## src/hw/rtl/pia_pkg.sv

```systemverilog
package pia_pkg;

  localparam int unsigned DATA_W       = 64;
  localparam int unsigned POS_W        = 16;
  localparam int unsigned EBITS_W      = 7;
  localparam int unsigned ECOUNT_W     = 17;
  localparam int unsigned OFF_W        = 6;
  // bit address of an element end: 65536 * 64 needs 23 bits
  localparam int unsigned BIT_W        = 23;
  localparam int unsigned WIDX_W       = BIT_W - OFF_W;
  localparam int unsigned CFG_ADDR_W   = 1;
  localparam int unsigned CFG_DATA_W   = 17;
  localparam int unsigned WORD_COUNT_DEF = 1024;

  localparam int unsigned Q_DEPTH = 2;
  localparam int unsigned Q_PTR_W = 1;
  localparam int unsigned Q_CNT_W = 2;

  localparam logic [EBITS_W-1:0] EBITS_MAX   = 7'd64;
  localparam logic [EBITS_W-1:0] EBITS_RESET = 7'd32;

  localparam logic CMD_LOAD  = 1'b0;
  localparam logic CMD_STORE = 1'b1;

  localparam logic [CFG_ADDR_W-1:0] REG_ELEMENT_BITS  = 1'd0;
  localparam logic [CFG_ADDR_W-1:0] REG_ELEMENT_COUNT = 1'd1;

  typedef struct packed {
    logic                command;
    logic                flag;
    logic [WIDX_W-1:0]   widx;
    logic [OFF_W-1:0]    off;
    logic                split;
    logic [EBITS_W-1:0]  width;
    logic [DATA_W-1:0]   value;
  } entry_t;

  function automatic logic [DATA_W-1:0] width_mask(input logic [EBITS_W-1:0] w);
    logic [DATA_W-1:0] m;
    if (w >= EBITS_MAX) begin
      m = '1;
    end else begin
      m = (DATA_W'(1) << w) - DATA_W'(1);
    end
    return m;
  endfunction

endpackage

```

## src/hw/rtl/pia_queue.sv

```systemverilog
module pia_queue (
  input  logic            clk,
  input  logic            rst_n,
  input  logic            push,
  input  pia_pkg::entry_t push_entry,
  output logic            full,
  input  logic            pop,
  output logic            valid,
  output pia_pkg::entry_t head_entry
);

  pia_pkg::entry_t slots_r [pia_pkg::Q_DEPTH];
  logic [pia_pkg::Q_PTR_W-1:0] head_r, head_nxt;
  logic [pia_pkg::Q_PTR_W-1:0] tail_r, tail_nxt;
  logic [pia_pkg::Q_CNT_W-1:0] cnt_r, cnt_nxt;

  assign full       = cnt_r == pia_pkg::Q_CNT_W'(pia_pkg::Q_DEPTH);
  assign valid      = cnt_r != '0;
  assign head_entry = slots_r[head_r];

  always_comb begin
    head_nxt = head_r;
    tail_nxt = tail_r;
    cnt_nxt  = cnt_r;
    if (push) begin
      tail_nxt = tail_r + 1'b1;
    end
    if (pop) begin
      head_nxt = head_r + 1'b1;
    end
    if (push && !pop) begin
      cnt_nxt = cnt_r + 1'b1;
    end else if (pop && !push) begin
      cnt_nxt = cnt_r - 1'b1;
    end
  end

  always_ff @(posedge clk) begin
    if (push) begin
      slots_r[tail_r] <= push_entry;
    end
  end

  always_ff @(posedge clk) begin
    if (!rst_n) begin
      head_r <= '0;
      tail_r <= '0;
      cnt_r  <= '0;
    end else begin
      head_r <= head_nxt;
      tail_r <= tail_nxt;
      cnt_r  <= cnt_nxt;
    end
  end

endmodule

```

## config.mk

```make
export PLATFORM = sky130hd
export DESIGN_NAME = pia_queue
export DESIGN_NICKNAME = d
export VERILOG_FILES = /design/src/hw/rtl/pia_pkg.sv /design/src/hw/rtl/pia_queue.sv
export SDC_FILE = /design/constraint.sdc
export NUM_CORES = 1
export LEC_CHECK = 0
export BUFFER_PORTS_ARGS = -buffer_cell sky130_fd_sc_hd__buf_2
export CAP_MARGIN = 15
export CORE_UTILIZATION = 50
export CTS_CLUSTER_SIZE = 16
export DETAILED_ROUTE_END_ITERATION = 16
export GPL_TIMING_DRIVEN = 0
export HOLD_SLACK_MARGIN = 0.15
export PLACE_DENSITY = 0.84
export SYNTH_ARGS = -nofsm -noshare
export SYNTH_HDL_FRONTEND = slang
export SYNTH_SLANG_ARGS = --single-unit
```

## constraint.sdc

```tcl
create_clock -name clk -period 15.2 [get_ports clk]
set_input_delay 1.52 -clock clk [delete_from_list [all_inputs] [get_ports clk]]
set_output_delay 1.52 -clock clk [all_outputs]
set_load 0.01 [all_outputs]
```

# After elaboration in Yosys (flattened, before gate mapping)
# Memories as Yosys holds them, arrays and structs flattened. A register that Yosys moved wholly into a read port is not among the register bits.
# Cells that the tools add are included.
# classes
add_sub_neg,4
n_eq_ne,1
n_mux,6
n_reduce_logical,6
# ops
op,n
$mux W1,4
$mux W2,2
$reduce_bool A2 Y1,2
$add A1 B1 Y1 const B,2
$add A2 B1 Y2 const B,1
$eq A2 B2 Y1 const B,1
$logic_and A1 B1 Y1,2
$logic_not A1 Y1,2
$sub A2 B1 Y2 const B,1
# totals
regBits,4
ramBits,194
input_bits,101
wordCells,21
n_memories,1
# mem_list
name,words,word_bits,rd,rd_clocked_by_memory_dff,wr,line_no,rtl
slots_r,2,97,1,1,1,pia_queue.sv:12,pia_pkg::entry_t slots_r [pia_pkg::Q_DEPTH];

# Depth between registers and ports, before layout
# logic_depth
word_depth,4
mapped_depth,5
depth_no_buf,5

# Least setup slack after synthesis
# No wires, ideal clock.
# synth_path
path_type,input to register
start,in push
end,mem slots_r[0][0] in the netlist's numbering (enable)
arrival_ns,5.775
t_required_ns,14.634
path_slack_ns,8.859
stages,1
cell_sequence,nor2b_1
# synth_between
elab_chain_len,2
# synth_lines
item,line_no,rtl
"start, declared",pia_queue.sv:4,"input logic push,"
$mux W1,pia_queue.sv:39,if (push) begin
$mux W1 (implied by the code),pia_queue.sv:40,slots_r[tail_r] <= push_entry;
"end, declared",pia_queue.sv:12,
# No other way between the ends.

==> results.py <==
metrics = {
    "timing": {
        "fmax_ghz": 0.311,
        "finalSetupViolCount": 0,
        "relSlewSlack": 0.475,
        "fin_ws_ps": 11980,
        "worst_clock_skew_ps": 6.48,
        "whs_ps": 510,
        "timing.final.crit_share": 0.212,
        "tns_ps": 0,
        "finalHoldViolations": 0,
        "worst_pin_slew_ps": 787,
        "rsz0062_at_grt": "false",
        "slew_viol_final": 0,
        "period_needed_ps": 3220,
    },
    "detailed_routing": {
        "wl_met3_um": 1140,
        "wirelength_um": 12900,
        "met2_length_um": 6510,
        "top_layer": "met4",
        "drc": 0,
        "firstDrtPassIters": 4,
        "post_drt_wl_per_cell_um": 17.4,
        "vias_per_cell": 5.01,
        "wl_met1_um": 4960,
        "initialDrtViolationCount": 230,
        "ant_nets": 0,
        "route.vias.total": 3703,
    },
    "final_layout": {
        "drive_gt1_frac": 0.617,
        "nNetsFinal": 648,
        "antenna_cells_inserted": 0,
        "syn2layout_area_growth_pct": 25.2,
        "fin_cells": 739,
    },
    "floorplan": {
        "chipWidth_um": 123,
        "start_util": 0.520,
        "rows": 43,
        "coreArea_um2": 14100,
        "ios": 200,
        "die_h_um": 123,
        "dieArea_um2": 15200,
    },
    "outcome": {
        "outcome": "completed",
    },
    "pwr": {
        "switching_share": 0.227,
        "total_power_mw": 1.18,
        "pwr-share-clk": 0.343,
        "p_comb_frac": 0.113,
        "p_leak_nw": 3.54,
        "internal_power_uw": 911,
        "power_switching_uw": 268,
        "peakVddDrop_mv": 0.0840,
        "pwr_density_cell_nw_per_um2": 128,
        "power_frac_seq": 0.544,
    },
    "synth": {
        "synthCells": 324,
        "yosysWarnings": 0,
        "syn_area_per_cell_um2": 22.6,
        "syn_nets": 426,
        "ys_ff_latch": 199,
        "ys_seq_area_frac": 0.808,
        "netlist_area_um2": 7340,
        "ys_types": 17,
    },
    "clock_tree": {
        "htree_levels": 4,
        "post_cts_resized": 0,
        "clk_latency_ps": 420,
        "cts_hold_buf": 0,
        "cts_tree": "done",
        "cts-root-buf": "clkbuf_16",
        "clock-sinks": 199,
        "cts_buffers": 17,
        "clk_pin_slew_ps": 70,
        "cts_setup_buffers": 0,
        "clk_path_buf_depth": 2,
    },
    "job": {
        "maxCapViolations": 0,
    },
    "global_routing": {
        "overflow": 0,
        "grt_pass1_wl_um": 18800,
        "antenna_found_initial": 0,
        "grt_max_degree": 56,
        "grt_pass1_vias": 3809,
        "gr-usage-all-layers": 0.171,
    },
    "critical_path": {
        "endpoint_kind": "primary output",
        "path_max_fanout": 10,
        "crit_path_start_kind": "flip-flop",
        "critical_path_class": "flip-flop to primary output",
        "worstPathArrival_ps": 1700,
        "required_ps": 13680,
    },
    "min_path": {
        "worstHoldPathType": "flip-flop to flip-flop",
    },
    "placed_design": {
        "pre_cts_ws_ps": 12100,
        "place_congestion": 0.685,
        "dp.cells": 707,
        "numPortBuffers": 199,
        "dpl.hpwl_um": 8910,
    },
}
==> Yosys cell counts (all sizes together) <==
cell type	instances	area [µm²]
and2	4	25.0
mux2	97	1200
buf	11	86.3
a21boi	1	7.51
xor2	2	17.5
dfxtp	5	100
or2	1	6.26
edfxtp	194	5830
ha	1	12.5
xnor2	1	8.76
o21ai	1	5.00
or3	1	6.26
inv	1	3.75
nor2b	3	18.8
o21a	1	7.51
==> layout by cell type (no fill, tap or decap), types with 3 or more instances in the layout <==
cell,netlist,final
and2_1,4,3
buf_12,0,3
buf_2,6,205
buf_6,5,5
clkbuf_16,0,17
clkinv_2,0,6
clkinvlp_4,0,3
dfxtp_1,5,5
edfxtp_1,194,194
inv_6,0,4
mux2_2,67,67
mux2_4,30,30
==> routing by layer <==
layer  vias up  global-route usage
met5         -                   0
met4         0              0.0776
met3        22              0.0706
met2       152               0.281
met1      1798               0.194
li1       1731                   -
==> registers in the layout, summed over array words and instances, names as in the netlist, named ones only <==
| name | flops |
|---|---|
| head_r | 1 |
| tail_r | 1 |
| cnt_r | 2 |
| slots_r | 194 |
==> critical path: stages (launching register included) <==
cell	delay (ps)
dfxtp_1	320
buf_6	130
buf_6	170
buf_6	190
mux2_4	320
buf_2	140
==> through the flow <==
step                utilization  cell area, µm²
floorplan                     -            7340
global placement          0.607            8560
detailed placement        0.614            8650
CTS                       0.651            9180
global route              0.651            9180
finish                    0.651            9180
==> path summary, 6_finish.rpt <==
| check | slack [ps] | startpoint | to | depth (start not counted) |
|---|---|---|---|---|
| worst max-delay path | 11980 | flip-flop | head_entry[60] | 5 |
| worst min-delay path | 510 | cnt_r[1] | cnt_r[1] | 2 |
| worst max register to register | 13430 | tail_r | slots_r[1][76] | 2 |
| worst min register to register | 510 | cnt_r[1] | cnt_r[1] | 2 |
==> layout make-up <==
class / instances / area, µm²
Clock inverter: 15 / 103
Inverter: 1 / 3.75
Multi-Input combinational cell: 113 / 1330
Tap cell: 180 / 225
Fill cell: 971 / 4910
Clock buffer: 17 / 425
Timing Repair Buffer: 203 / 1080
Buffer: 11 / 86.3
Sequential cell: 199 / 5930
==> power groups by stage <==
stage / Clock, mW / Sequential (mW) / Combinational (mW)
after floorplan: 0 / 0.654 / 0.0775
after global placement: 0 / 0.656 / 0.128
after detailed placement: 0 / 0.653 / 0.135
after CTS: 0.412 / 0.641 / 0.136
after global routing: 0.432 / 0.643 / 0.145
final: 0.404 / 0.641 / 0.134
==> logic make-up after synthesis <==
| logic type | after synthesis | share of synthesized area |
|---|---|---|
| AND/OR/NAND/NOR | 9 | 0.00768 |
| buffers and inverters | 12 | 0.0123 |
| adder cells (fa/ha/maj) | 1 | 0.00171 |
| multiplexers | 97 | 0.164 |
| XOR/XNOR | 3 | 0.00358 |
| AO/OA/AOI/OAI | 3 | 0.00273 |
| flip-flops | 199 | 0.808 |
No activity file was read; power rests on OpenSTA's default activity.
