==> src/hw/rtl/pia_pkg.sv <==
package pia_pkg;

  localparam int unsigned DATA_W       = 64;
  localparam int unsigned POS_W        = 16;
  localparam int unsigned EBITS_W      = 7;
  localparam int unsigned ECOUNT_W     = 17;
  localparam int unsigned OFF_W        = 6;
  // bit address of an element end: 65536 * 64 needs 23 bits
  localparam int unsigned BIT_W        = 23;
  localparam int unsigned WIDX_W       = BIT_W - OFF_W;
  localparam int unsigned CFG_ADDR_W   = 1;
  localparam int unsigned CFG_DATA_W   = 17;
  localparam int unsigned WORD_COUNT_DEF = 1024;

  localparam int unsigned Q_DEPTH = 2;
  localparam int unsigned Q_PTR_W = 1;
  localparam int unsigned Q_CNT_W = 2;

  localparam logic [EBITS_W-1:0] EBITS_MAX   = 7'd64;
  localparam logic [EBITS_W-1:0] EBITS_RESET = 7'd32;

  localparam logic CMD_LOAD  = 1'b0;
  localparam logic CMD_STORE = 1'b1;

  localparam logic [CFG_ADDR_W-1:0] REG_ELEMENT_BITS  = 1'd0;
  localparam logic [CFG_ADDR_W-1:0] REG_ELEMENT_COUNT = 1'd1;

  typedef struct packed {
    logic                command;
    logic                flag;
    logic [WIDX_W-1:0]   widx;
    logic [OFF_W-1:0]    off;
    logic                split;
    logic [EBITS_W-1:0]  width;
    logic [DATA_W-1:0]   value;
  } entry_t;

  function automatic logic [DATA_W-1:0] width_mask(input logic [EBITS_W-1:0] w);
    logic [DATA_W-1:0] m;
    if (w >= EBITS_MAX) begin
      m = '1;
    end else begin
      m = (DATA_W'(1) << w) - DATA_W'(1);
    end
    return m;
  endfunction

endpackage

==> src/hw/rtl/pia_front.sv <==
module pia_front #(
  parameter int unsigned WORD_COUNT = pia_pkg::WORD_COUNT_DEF
) (
  input  logic                             clk,
  input  logic                             rst_n,
  input  logic                             cfg_we,
  input  logic [pia_pkg::CFG_ADDR_W-1:0]   cfg_addr,
  input  logic [pia_pkg::CFG_DATA_W-1:0]   cfg_wdata,
  input  logic                             command,
  input  logic [pia_pkg::POS_W-1:0]        position,
  input  logic [pia_pkg::DATA_W-1:0]       value,
  output pia_pkg::entry_t                  entry
);

  localparam logic [31:0] STORE_BITS = 32'(WORD_COUNT * 64);

  logic [pia_pkg::EBITS_W-1:0]  ebits_r, ebits_nxt;
  logic [pia_pkg::ECOUNT_W-1:0] ecount_r, ecount_nxt;
  logic [pia_pkg::EBITS_W-1:0]  w;
  logic [pia_pkg::BIT_W-1:0]    bit_addr;
  logic [pia_pkg::BIT_W-1:0]    end_bit;
  logic [pia_pkg::EBITS_W-1:0]  off_sum;
  logic                         past_count;
  logic                         past_store;

  always_comb begin
    ebits_nxt  = ebits_r;
    ecount_nxt = ecount_r;
    if (cfg_we) begin
      unique case (cfg_addr)
        pia_pkg::REG_ELEMENT_BITS:  ebits_nxt  = cfg_wdata[pia_pkg::EBITS_W-1:0];
        pia_pkg::REG_ELEMENT_COUNT: ecount_nxt = cfg_wdata[pia_pkg::ECOUNT_W-1:0];
        default: ;
      endcase
    end
  end

  always_ff @(posedge clk) begin
    if (!rst_n) begin
      ebits_r  <= pia_pkg::EBITS_RESET;
      ecount_r <= '0;
    end else begin
      ebits_r  <= ebits_nxt;
      ecount_r <= ecount_nxt;
    end
  end

  // widths above 64 act as 64
  assign w = (ebits_r > pia_pkg::EBITS_MAX) ? pia_pkg::EBITS_MAX : ebits_r;

  always_comb begin
    bit_addr   = pia_pkg::BIT_W'(position) * pia_pkg::BIT_W'(w);
    end_bit    = bit_addr + pia_pkg::BIT_W'(w);
    off_sum    = pia_pkg::EBITS_W'({1'b0, bit_addr[pia_pkg::OFF_W-1:0]}) + w;
    past_count = pia_pkg::ECOUNT_W'(position) >= ecount_r;
    past_store = 32'(end_bit) > STORE_BITS;

    entry.command = command;
    entry.flag    = past_count | past_store;
    entry.widx    = bit_addr[pia_pkg::BIT_W-1:pia_pkg::OFF_W];
    entry.off     = bit_addr[pia_pkg::OFF_W-1:0];
    entry.split   = off_sum > pia_pkg::EBITS_MAX;
    entry.width   = w;
    entry.value   = value & pia_pkg::width_mask(w);
  end

endmodule

==> config.mk <==
export PLATFORM = sky130hd
export DESIGN_NAME = pia_front
export DESIGN_NICKNAME = d
export VERILOG_FILES = /design/src/hw/rtl/pia_pkg.sv /design/src/hw/rtl/pia_front.sv
export SDC_FILE = /design/constraint.sdc
export NUM_CORES = 1
export LEC_CHECK = 0
export BUFFER_PORTS_ARGS = -buffer_cell sky130_fd_sc_hd__buf_2
export CAP_MARGIN = 20
export CORE_ASPECT_RATIO = 0.6
export CORE_UTILIZATION = 29
export CTS_BUF_LIST = sky130_fd_sc_hd__clkbuf_8 sky130_fd_sc_hd__clkbuf_16
export DETAILED_ROUTE_END_ITERATION = 8
export REMOVE_ABC_BUFFERS = 1
export SLEW_MARGIN = 30
export SYNTH_ARGS = -nofsm -noshare
export SYNTH_HDL_FRONTEND = slang
export SYNTH_SLANG_ARGS = --single-unit
==> constraint.sdc <==
create_clock -name clk -period 18 [get_ports clk]
set_clock_uncertainty 0.05 [all_clocks]
set_input_delay 2.7 -clock clk [delete_from_list [all_inputs] [get_ports clk]]
set_output_delay 2.7 -clock clk [all_outputs]
set_load 0.02 [all_outputs]
== Word-level counts from Yosys, hierarchy flattened ==
Cells that the tools add are included.

* Flip-flop bits (word level): 24
* Latch bits: 0
* RAM bits: 0
* ROM bits: 0
* Output and inout bits: 97
* Word-level logic and storage cells: 19
* Memories: 0

* Add/sub/neg operators: 3
* Multipliers: 1
* Divide/modulo/power cells: 0
* Order comparisons: 5
* Equality and inequality tests: 0
* Shift operators: 1
* Mux-type cells: 2
* Bitwise logic cells: 3
* Reduce and logical (&&, ||, !) cells: 2

{| class="wikitable"
|+ Operator list
! kind !! number
|-
| 64-bit AND || 1
|-
| 64-bit 2-to-1 mux || 1
|-
| 1-bit by 7-bit << shifter with 64-bit output, first input constant || 1
|-
| 64-bit by 2-bit subtractor with 64-bit output, second input constant || 1
|-
| 23-bit by 7-bit adder with 23-bit output || 1
|-
| 23-bit by 17-bit greater-than comparator with 1-bit output, second input constant || 1
|-
| 16-bit by 7-bit multiplier with 23-bit output || 1
|-
| 16-bit by 17-bit >= comparator with 1-bit output || 1
|-
| 7-bit greater-than comparator, second input constant || 2
|-
| 6-bit by 7-bit adder with 7-bit output || 1
|-
| 7-bit >= comparator, second input constant || 1
|-
| 7-bit 2-to-1 mux || 1
|-
| 2-bit AND reduction || 2
|-
| 1-bit inverter || 1
|-
| 1-bit OR || 1
|}

== Longest topological paths before layout ==
* Word-level depth: 6
* Depth in mapped cells: 26
* Mapped depth without buffers: 24

== Worst setup path before layout ==
OpenSTA, ideal clock, no wires.

* Path kind: input-to-output
* Start: in position[3] (netlist bit)
* End: out entry[95] (netlist bit)
* Arrival: 8.040 ns
* Required time: 15.250 ns
* Path slack: 7.210 ns
* Cell stages on the path: 19
* Path buffers: 1
* Path through: and2_1 fa_1 fa_1 fa_1 inv_1 fa_1 inv_1 ha_1 buf_6 a21o_1 or2_1 o21ai_2 a31oi_4 xor2_1 nand3b_1 or4_4 a2111o_1 o21ai_1 nand3_1

{| class="wikitable"
|+ RTL lines
! element !! RTL line !! source
|-
| from (decl) || pia_front.sv:10 || <nowiki>input logic [pia_pkg::POS_W-1:0] position,</nowiki>
|-
| to (decl) || pia_front.sv:12 || <nowiki>output pia_pkg::entry_t entry</nowiki>
|}

==> reports/summary.txt <==
net switching power: 0.254 mW
max-slew violations: 0
register area share after synthesis: 6.49%
leading cell type in the layout, fill and taps excluded: buf_2
core area: 0.0246 mm^2
clk root buf: clkbuf_16
min Tclk post-route: 11.18 ns
Overflow after GRT: 0
Vias: 7819
Synth async-reset ratio: 0%
Tightest Hold Check Type: reg -> reg
Worst setup SP type: input pin
status: finished, final reports clean
clock slew at reported path FFs: 0.06 ns
cts hold-fix bufs: 0
crit end category: output port
Final WS setup: 6.82 ns
first-pass iteration count of the detailed router: 5
GPL Wtd Cong: 0.900
drt wl/cell: 16.5 um
die height: 126 um
largest net degree at the start of global routing: 50
synth warn: 0
crit share post-route: 62.1%
combinational share of power: 75.1%
Synth area leader: fa_1
most frequent cells in the layout: buf_2 (196), nand2_1 (136), inv_1 (103)
clock share of power: 13.2%
Max Freq: 89.5 MHz
Area growth syn-to-layout: 18.4%
final wirelength: 24600 um
post-synthesis cell count: 1009
share of cells above drive strength 1: 20.9%
post-synthesis sequential element count: 24
detailed-route DRC error count: 0
Worst Max-Slew Pin Slew: 0.973 ns
GRT Total Usage: 18.3%
Post-synth EDFFs: 0
Initial Utilization: 30.1%
Req. time, crit path: 15.25 ns
non-filler cells, final: 1495
worst vdd ir: 0.0334 mV
Distinct cells, synth: 86
Max-slew headroom: 35.1%
sequential share of power: 11.7%
post-cts resize count: 0
site row count: 44
Setup Fix Bufs, Post-CTS: 0
final setup TNS: 0 ns
placed cell count: 1489
ranking of synthesized cells by area: fa_1 (19%), ha_1 (11%), and2_1 (7.9%)
H-tree levels: 1
TritonCTS clock tree: done
CTS Sinks: 24
maxcap violations: 0
Final setup violation count: 0
final hold vios: 0
unrepaired setup endpoints after global routing: false
vias in the first global route: 7069
synthesized area: 0.00740 mm^2
IO buf count: 196
crit path DAT: 8.43 ns
first-pass GRT wire length: 39000 um
FILL cells: 2661
P_int: 0.237 mW
dpl hpwl: 20100 um
clk buf depth: 2
syn avg cell area: 7.34 um^2
TritonCTS Buffers: 3
initial antenna violation count: 3
crit path kind: in -> out
Skew-Pair Late Insertion Delay: 0.26 ns
share of the synthesized area in the top cell type: 18.9%
Primary FF master, synth: dfxtp_1
nets: 1408
Lkg Pwr: 4.30 nW
Die ar.: 0.0262 mm^2
sw frac: 51.8%
First DRT Iteration DRCs: 734
CP Max Fanout: 6
Antenna Violating Nets Remaining: 0
Place WS: 6.82 ns
I/O pins: 199
Power Dens Cells: 56.0 mW/mm^2
vias per cell: 5.23
Die X: 208 um
## worst max-delay path, cell delays in order
cell      delay, ns
buf_2          0.14
nand2_1        0.09
fa_1           0.55
fa_1           0.56
inv_1          0.06
fa_1           0.53
inv_1          0.05
fa_1           0.52
inv_1          0.04
ha_1           0.35
and2_1         0.22
a221o_1        0.38
o211ai_1       0.20
o211ai_1       0.17
nor4_1         0.58
nand2_1        0.27
nor4_1         0.40
nor3_1         0.10
a211oi_1       0.25
nand3_1        0.10
buf_2          0.16
## Yosys cell counts (3+ instances only)
| master | n |
|---|---|
| clkbuf_1 | 36 |
| a21o_1 | 9 |
| ha_1 | 64 |
| nor3_1 | 19 |
| buf_1 | 3 |
| xnor2_1 | 10 |
| o21ai_0 | 53 |
| inv_1 | 103 |
| xor2_1 | 7 |
| nand4_1 | 11 |
| o211a_1 | 4 |
| a21boi_0 | 37 |
| and3_1 | 12 |
| and4_1 | 4 |
| nand2b_1 | 16 |
| mux2i_1 | 4 |
| fa_1 | 70 |
| o21a_1 | 6 |
| a21oi_1 | 39 |
| a31oi_1 | 6 |
| dfxtp_1 | 24 |
| a221oi_1 | 6 |
| and2_1 | 93 |
| nand3b_1 | 6 |
| o311a_1 | 4 |
| or2_2 | 5 |
| or4_1 | 3 |
| o31a_1 | 4 |
| or3_1 | 6 |
| nor4_1 | 5 |
| nor2b_1 | 11 |
| nand2_1 | 136 |
| o31ai_1 | 5 |
| buf_2 | 4 |
| o21ai_2 | 4 |
| nand3_1 | 27 |
| nor2_1 | 73 |
| a311oi_1 | 3 |
| o211ai_1 | 9 |
| a211oi_1 | 11 |
## state kept, by name (all words and copies together), names as in the netlist
signal	count
ecount_r	17
ebits_r	7
## final cells by class
| class | count | area, um^2 | share of cell area (%) |
|---|---|---|---|
| Multi-Input combinational cell | 833 | 6330 | 72.2 |
| Timing Repair Buffer | 205 | 1050 | 12.0 |
| Sequential cell | 24 | 482 | 5.49 |
| Clock inverter | 1 | 30.0 | 0.343 |
| Clock buffer | 3 | 75.1 | 0.856 |
| Tap cell | 322 | 403 | 4.60 |
| Inverter | 105 | 394 | 4.50 |
| Antenna cell | 2 | 5.00 | 0.0571 |
## routing by layer
metal	share of wire [%]	vias to the layer above	wire (um)	track usage, %
li1	-	3780	-	-
met1	53	3742	13000	29.8
met2	39	289	9640	25.1
met3	7.9	6	1940	3.64
met4	0.073	2	18	0.654
met5	0.053	-	13	0
## power by group through the flow
stage          Clock (mW)  Combinational [mW]  Sequential, mW
3_3_place_gp            0               0.364          0.0585
6_report           0.0649               0.368          0.0574
5_1_grt            0.0686               0.409          0.0577
2_1_floorplan           0               0.259          0.0609
4_1_cts            0.0669               0.370          0.0574
3_5_place_dp            0               0.368          0.0586
## logic make-up (layout without fill, tap and decap cells)
logic type	after synthesis	after routing	synth area share (%)
and+or+nand+nor	445	445	31.0
AOI/OAI and AO/OA	231	231	21.8
buffers and inverters	152	314	8.04
adders and majority gates	134	134	29.7
DFF	24	24	6.49
xor gates and xnor gates	17	17	2.01
muxes	6	6	0.845
other	0	2	0
## through the flow
step                total power [mW]  area [um^2]  hold slack, ns  utilization, %
floorplan                      0.320         7200           0.393               -
detailed placement             0.427         8660           0.410            35.2
global route                   0.536         8760           0.439            35.6
finish                         0.491         8770           0.417            35.6
CTS                            0.495         8760           0.419            35.6
global placement               0.422         8660           0.404            35.2
## worst paths after layout
| path | from | end | slack [ns] | depth (start not counted) |
|---|---|---|---|---|
| max | position[0] | entry[95] | 6.82 | 21 |
| max reg2reg | ebits_r[6] | ebits_r[6] | 16.73 | 3 |
| min | ecount_r[11] | ecount_r[11] | 0.42 | 2 |
| min reg2reg | ecount_r[11] | ecount_r[11] | 0.42 | 2 |
Note: power is estimated with default switching activity, not from simulation.
